### src/pcrb_pkg.sv
// shared types and constants for the packet cell ring buffer
package pcrb_pkg;

  // field widths of the stream words
  localparam int OP_W   = 2;
  localparam int WORD_W = 64;
  localparam int STAT_W = 3;
  localparam int CIDX_W = 4;
  localparam int CNT_W  = 4;
  localparam int LOST_W = 32;
  localparam int OCC_W  = 5;

  localparam int OUT_FIELDS_W = WORD_W + CIDX_W + CNT_W + LOST_W + OCC_W;
  localparam int OUT_DATA_W   = ((OUT_FIELDS_W + 7) / 8) * 8;
  localparam int OUT_PAD_W    = OUT_DATA_W - OUT_FIELDS_W;

  // request codes
  typedef enum logic [OP_W-1:0] {
    OP_PUSH    = 2'd0,
    OP_PULL    = 2'd1,
    OP_RELEASE = 2'd2
  } op_e;

  // result codes
  typedef enum logic [STAT_W-1:0] {
    ST_PUSHED    = 3'd0,
    ST_DROPPED   = 3'd1,
    ST_TRUNC     = 3'd2,
    ST_PULL_DATA = 3'd3,
    ST_EMPTY     = 3'd4,
    ST_RELEASED  = 3'd5,
    ST_REL_ERR   = 3'd6
  } status_e;

  // controller states
  typedef enum logic [2:0] {
    S_CLEAR,
    S_IDLE,
    S_EXEC,
    S_LOOK,
    S_TEST,
    S_PREAD,
    S_PEMIT
  } state_e;

  // commands from controller to datapath
  typedef struct packed {
    logic in_load;
    logic clr_step;
    logic exec;
    logic scan_start;
    logic len_rd;
    logic scan_hit;
    logic scan_next;
    logic word_rd;
    logic word_emit;
  } cmd_t;

  // status from datapath to controller
  typedef struct packed {
    logic [OP_W-1:0] op;
    logic            busy;
    logic            full;
    logic            empty;
    logic            out_free;
    logic            clr_done;
    logic            scan_hit;
    logic            pull_last;
  } sts_t;

endpackage

### src/pcrb_ctrl.sv
// controller: sequences clearing, scans, requests and pulled words
module pcrb_ctrl
  import pcrb_pkg::*;
(
  input  logic clk_i,
  input  logic rst_ni,
  input  logic s_tvalid_i,
  output logic s_tready_o,
  input  sts_t sts_i,
  output cmd_t cmd_o
);

  state_e state_q, state_d;
  logic   need_scan, known_op;

  // state register
  always_ff @(posedge clk_i or negedge rst_ni) begin
    if (!rst_ni) begin
      state_q <= S_CLEAR;
    end else begin
      state_q <= state_d;
    end
  end

  assign need_scan = (sts_i.op == OP_PUSH && !sts_i.busy && !sts_i.full) ||
                     (sts_i.op == OP_PULL && !sts_i.empty);
  assign known_op  = sts_i.op == OP_PUSH || sts_i.op == OP_PULL ||
                     sts_i.op == OP_RELEASE;

  // next state and commands
  always_comb begin
    state_d    = state_q;
    cmd_o      = '0;
    s_tready_o = 1'b0;
    unique case (state_q)
      S_CLEAR: begin
        cmd_o.clr_step = 1'b1;
        if (sts_i.clr_done) begin
          state_d = S_IDLE;
        end
      end
      S_IDLE: begin
        s_tready_o = 1'b1;
        if (s_tvalid_i) begin
          cmd_o.in_load = 1'b1;
          state_d       = S_EXEC;
        end
      end
      S_EXEC: begin
        if (need_scan) begin
          cmd_o.scan_start = 1'b1;
          state_d          = S_LOOK;
        end else if (!known_op) begin
          state_d = S_IDLE;
        end else if (sts_i.out_free) begin
          cmd_o.exec = 1'b1;
          state_d    = S_IDLE;
        end
      end
      S_LOOK: begin
        cmd_o.len_rd = 1'b1;
        state_d      = S_TEST;
      end
      S_TEST: begin
        if (sts_i.scan_hit) begin
          cmd_o.scan_hit = 1'b1;
          state_d        = (sts_i.op == OP_PUSH) ? S_EXEC : S_PREAD;
        end else begin
          cmd_o.scan_next = 1'b1;
          state_d         = S_LOOK;
        end
      end
      S_PREAD: begin
        cmd_o.word_rd = 1'b1;
        state_d       = S_PEMIT;
      end
      S_PEMIT: begin
        if (sts_i.out_free) begin
          cmd_o.word_emit = 1'b1;
          state_d         = sts_i.pull_last ? S_IDLE : S_PREAD;
        end
      end
      default: begin
        state_d = S_IDLE;
      end
    endcase
  end

endmodule

### config.mk
export PLATFORM = sky130hd
export DESIGN_NAME = pcrb_ctrl
export DESIGN_NICKNAME = d
export VERILOG_FILES = /design/src/pcrb_pkg.sv /design/src/pcrb_ctrl.sv
export SDC_FILE = /design/constraint.sdc
export NUM_CORES = 1
export LEC_CHECK = 0
export BUFFER_PORTS_ARGS = -buffer_cell sky130_fd_sc_hd__buf_2
export CAP_MARGIN = 30
export CORE_AREA = 10 10 47 49
export CTS_CLUSTER_DIAMETER = 120
export DETAILED_ROUTE_END_ITERATION = 10
export DIE_AREA = 0 0 57 59
export GPL_TIMING_DRIVEN = 0
export MAX_ROUTING_LAYER = met4
export PLACE_DENSITY = 0.66
export REMOVE_ABC_BUFFERS = 1
export SLEW_MARGIN = 30
export SYNTH_ARGS = -nofsm -noshare
export SYNTH_HDL_FRONTEND = slang
export SYNTH_SLANG_ARGS = --single-unit
export TNS_END_PERCENT = 1
### constraint.sdc
create_clock -name clk_i -period 1.3 [get_ports clk_i]
set_clock_uncertainty 0.2 [all_clocks]
set_input_delay 0.13 -clock clk_i [delete_from_list [all_inputs] [get_ports clk_i]]
set_output_delay 0.13 -clock clk_i [all_outputs]
set_load 0.02 [all_outputs]
==> impl_metrics.json <==
{
  "firstDrtPassIters": 4,
  "dieArea_um2": 3360,
  "report.final.setup_viol": 13,
  "grt_remaining_overflow": 0,
  "rsz0062_at_grt": "yes",
  "largest_register_ff_count": 3,
  "netlist_instances": 43,
  "synth_top_area_share": 0.221,
  "route.met2.wl_um": 639,
  "worstSkewPairLatency_ps": 230,
  "cts_buffers": 3,
  "grt_start_max_net_pins": 10,
  "wirelength_met1_um": 439,
  "layout_setup_ws_ps": -294,
  "pwr-share-clk": 0.105,
  "p_sw_uw": 689,
  "root_buffer": "clkbuf_4",
  "postLayoutCoreUtil": 0.471,
  "antenna_found_initial": 0,
  "setup-tns-final_ps": -2530,
  "dpl_cell_area_um2": 437,
  "gp_congestion": 0.775,
  "largestRegisters": "state_q: 3 flops",
  "max-clock-path-buffers": 2,
  "synth_top_area_cell": "dfrtp_1",
  "yosysWarnings": 0,
  "slew_violations": 0,
  "numPortBuffers": 21,
  "hold_class": "in -> async",
  "reg2reg_depth": 5,
  "critPathMaxStageDelay_ps": 430,
  "synth.top_cells.by_area": "dfrtp_1 22%, nor3_1 7.4%, buf_6 6.6%, o21ai_1 5.9%, a21oi_1 4.4%",
  "top_register": "state_q",
  "worstPathRequired_ps": 970,
  "ant_nets": 0,
  "fillers": 145,
  "critPathKind": "reg -> out",
  "area_growth_pct": 94.8,
  "dieWidth_um": 57,
  "period_needed_ps": 1590,
  "avgSynthCellArea_um2": 7.89,
  "place_ws_ps": -287,
  "via_count": 441,
  "holdWs_ps": 11.1,
  "io_pins": 22,
  "relSlewSlack": 0.835,
  "rows": 14,
  "synthDistinctLibCells": 28,
  "antenna_cells": 0,
  "cp_slowest_cell": "dfrtp_2",
  "postLayoutCellArea_um2": 661,
  "synth.ff_latch_count": 3,
  "cp-end-kind": "output port",
  "p_int_uw": 847,
  "globalRouteTotalUtil": 0.0699,
  "r2r_slack_ps": -130,
  "drive_gt1_frac": 0.653,
  "drc": 0,
  "finalCritPeriodShare": 1.23,
  "drv_cap": 0,
  "yosysSeqAreaShare": 0.221,
  "grt_pass1_wl_um": 1830,
  "drt_first_iter_violations": 5,
  "fmax_ghz": 0.627,
  "wl_um": 1200,
  "cts_tree": "done",
  "p_comb_frac": 0.727,
  "multi_input_area_um2": 294,
  "seq_area_um2": 78.8,
  "dp_cells": 77,
  "seq_power_share": 0.168,
  "vias_per_cell": 4.85,
  "wl_per_cell_um": 13.2,
  "peakVddDrop_mv": 1.03,
  "worst_slew_pin_slew_ps": 247,
  "p_total_mw": 1.54,
  "p_per_area_nw_per_um2": 2320,
  "crit_chain": "or2b_4 > nor2_4 > and2_4 > buf_6",
  "synth_area_um2": 339,
  "sw_frac_of_total": 0.448,
  "leakagePower_nw": 0.310,
  "cts.sinks": 3,
  "crit_fanout": 4,
  "crit_arrival_ps": 1260,
  "final_cells": 91,
  "htree_num_levels": 1,
  "start_kind": "flip-flop",
  "die_y_um": 59,
  "hold_viol": 0,
  "top_layer_used": "met4",
  "coreArea_um2": 1400,
  "dpl.hpwl_um": 826,
  "finish.net_count": 88,
  "status": "finished with violations",
  "first_global_vias": 460,
  "route.met3.wl_um": 103,
  "path_clk_slew_ps": 40,
  "start_util": 0.242,
  "violations": "negative setup slack"
}
==> synth_stat cells <==
master and number:
nand3b_1 2, a21o_1 1, inv_2 2, nand2b_1 1, nand2_2 1, o21ai_1 4, inv_1 1, or2b_4 1
nor2b_1 1, dfrtp_1 3, buf_2 1, nor4b_1 1, mux2i_1 1, and2_1 1, nand2_1 1, nor2_1 1
a211oi_1 1, a211o_1 1, nor4_2 1, and4_1 1, nor4_1 1, a21oi_1 3, o22a_1 1, buf_6 2
nor2_2 1, o32ai_1 1, and3_1 2, nor3_1 5
==> cells by family after synthesis <==
logic type             count (synthesis)  synth area share
AO/OA/AOI/OAI                         12             0.225
buffers and inverters                  6             0.114
flip-flops                             3             0.221
multiplexers                           1            0.0295
AND/OR/NAND/NOR                       21             0.410
==> critical path, delay by kind of cell (launching register included) <==
kind          cells  cell delay [ps]
simple gates      3              490
flops             1              430
buf+inv           1              110
==> worst paths after layout <==
path / start / endpoint
worst max-delay path: state_q[2]$_DFFE_PN0P_ / cmd_o[8]
worst min-delay path: rst_ni / state_q[1]$_DFFE_PN0P_
worst max register to register: state_q[2]$_DFFE_PN0P_ / state_q[0]$_DFFE_PN0P_
worst min register to register: state_q[2]$_DFFE_PN0P_ / state_q[1]$_DFFE_PN0P_
max in group asynchronous: rst_ni / state_q[2]$_DFFE_PN0P_
min in group clk_i: s_tvalid_i / state_q[0]$_DFFE_PN0P_
==> cell usage in the layout, fill, tap and decap left out, drive strengths merged, types with 2 or more instances in the layout <==
cell     n
a21oi    3
and3     2
buf     30
clkbuf   4
dfrtp    3
inv      3
nand2    2
nand3b   2
nor2     2
nor3     5
nor4     2
o21ai    4
==> cell type report <==
cell class,instances,share of cell area
multi-input combinational,34,0.445
tap,16,0.0303
inverter,3,0.0246
timing repair buffer,31,0.341
clock buffer,4,0.0398
sequential,3,0.119
==> repair_timing <==
action                                 4_1_cts  5_1_grt
endpoints found under the hold margin        3        0
setup endpoints to repair                   13       13
gates resized for setup                     17       14
setup buffers                                9        0
pin swaps                                    4        2
hold buffers                                 1        0
==> power groups by stage <==
stage	logic [mW]	registers [mW]	clock network, mW
6_report	1.12	0.258	0.162
5_1_grt	1.21	0.267	0.175
4_1_cts	0.957	0.228	0.176
3_5_place_dp	0.576	0.288	0
3_3_place_gp	0.569	0.282	0
2_1_floorplan	0.422	0.252	0
==> per-layer routing <==
metal	GRT usage	vias to the layer above
met4	0.0503	0
met3	0.0258	2
met1	0.0609	201
met2	0.122	16
li1	-	222
met5	-	-
(Power assumes the default switching activity.)
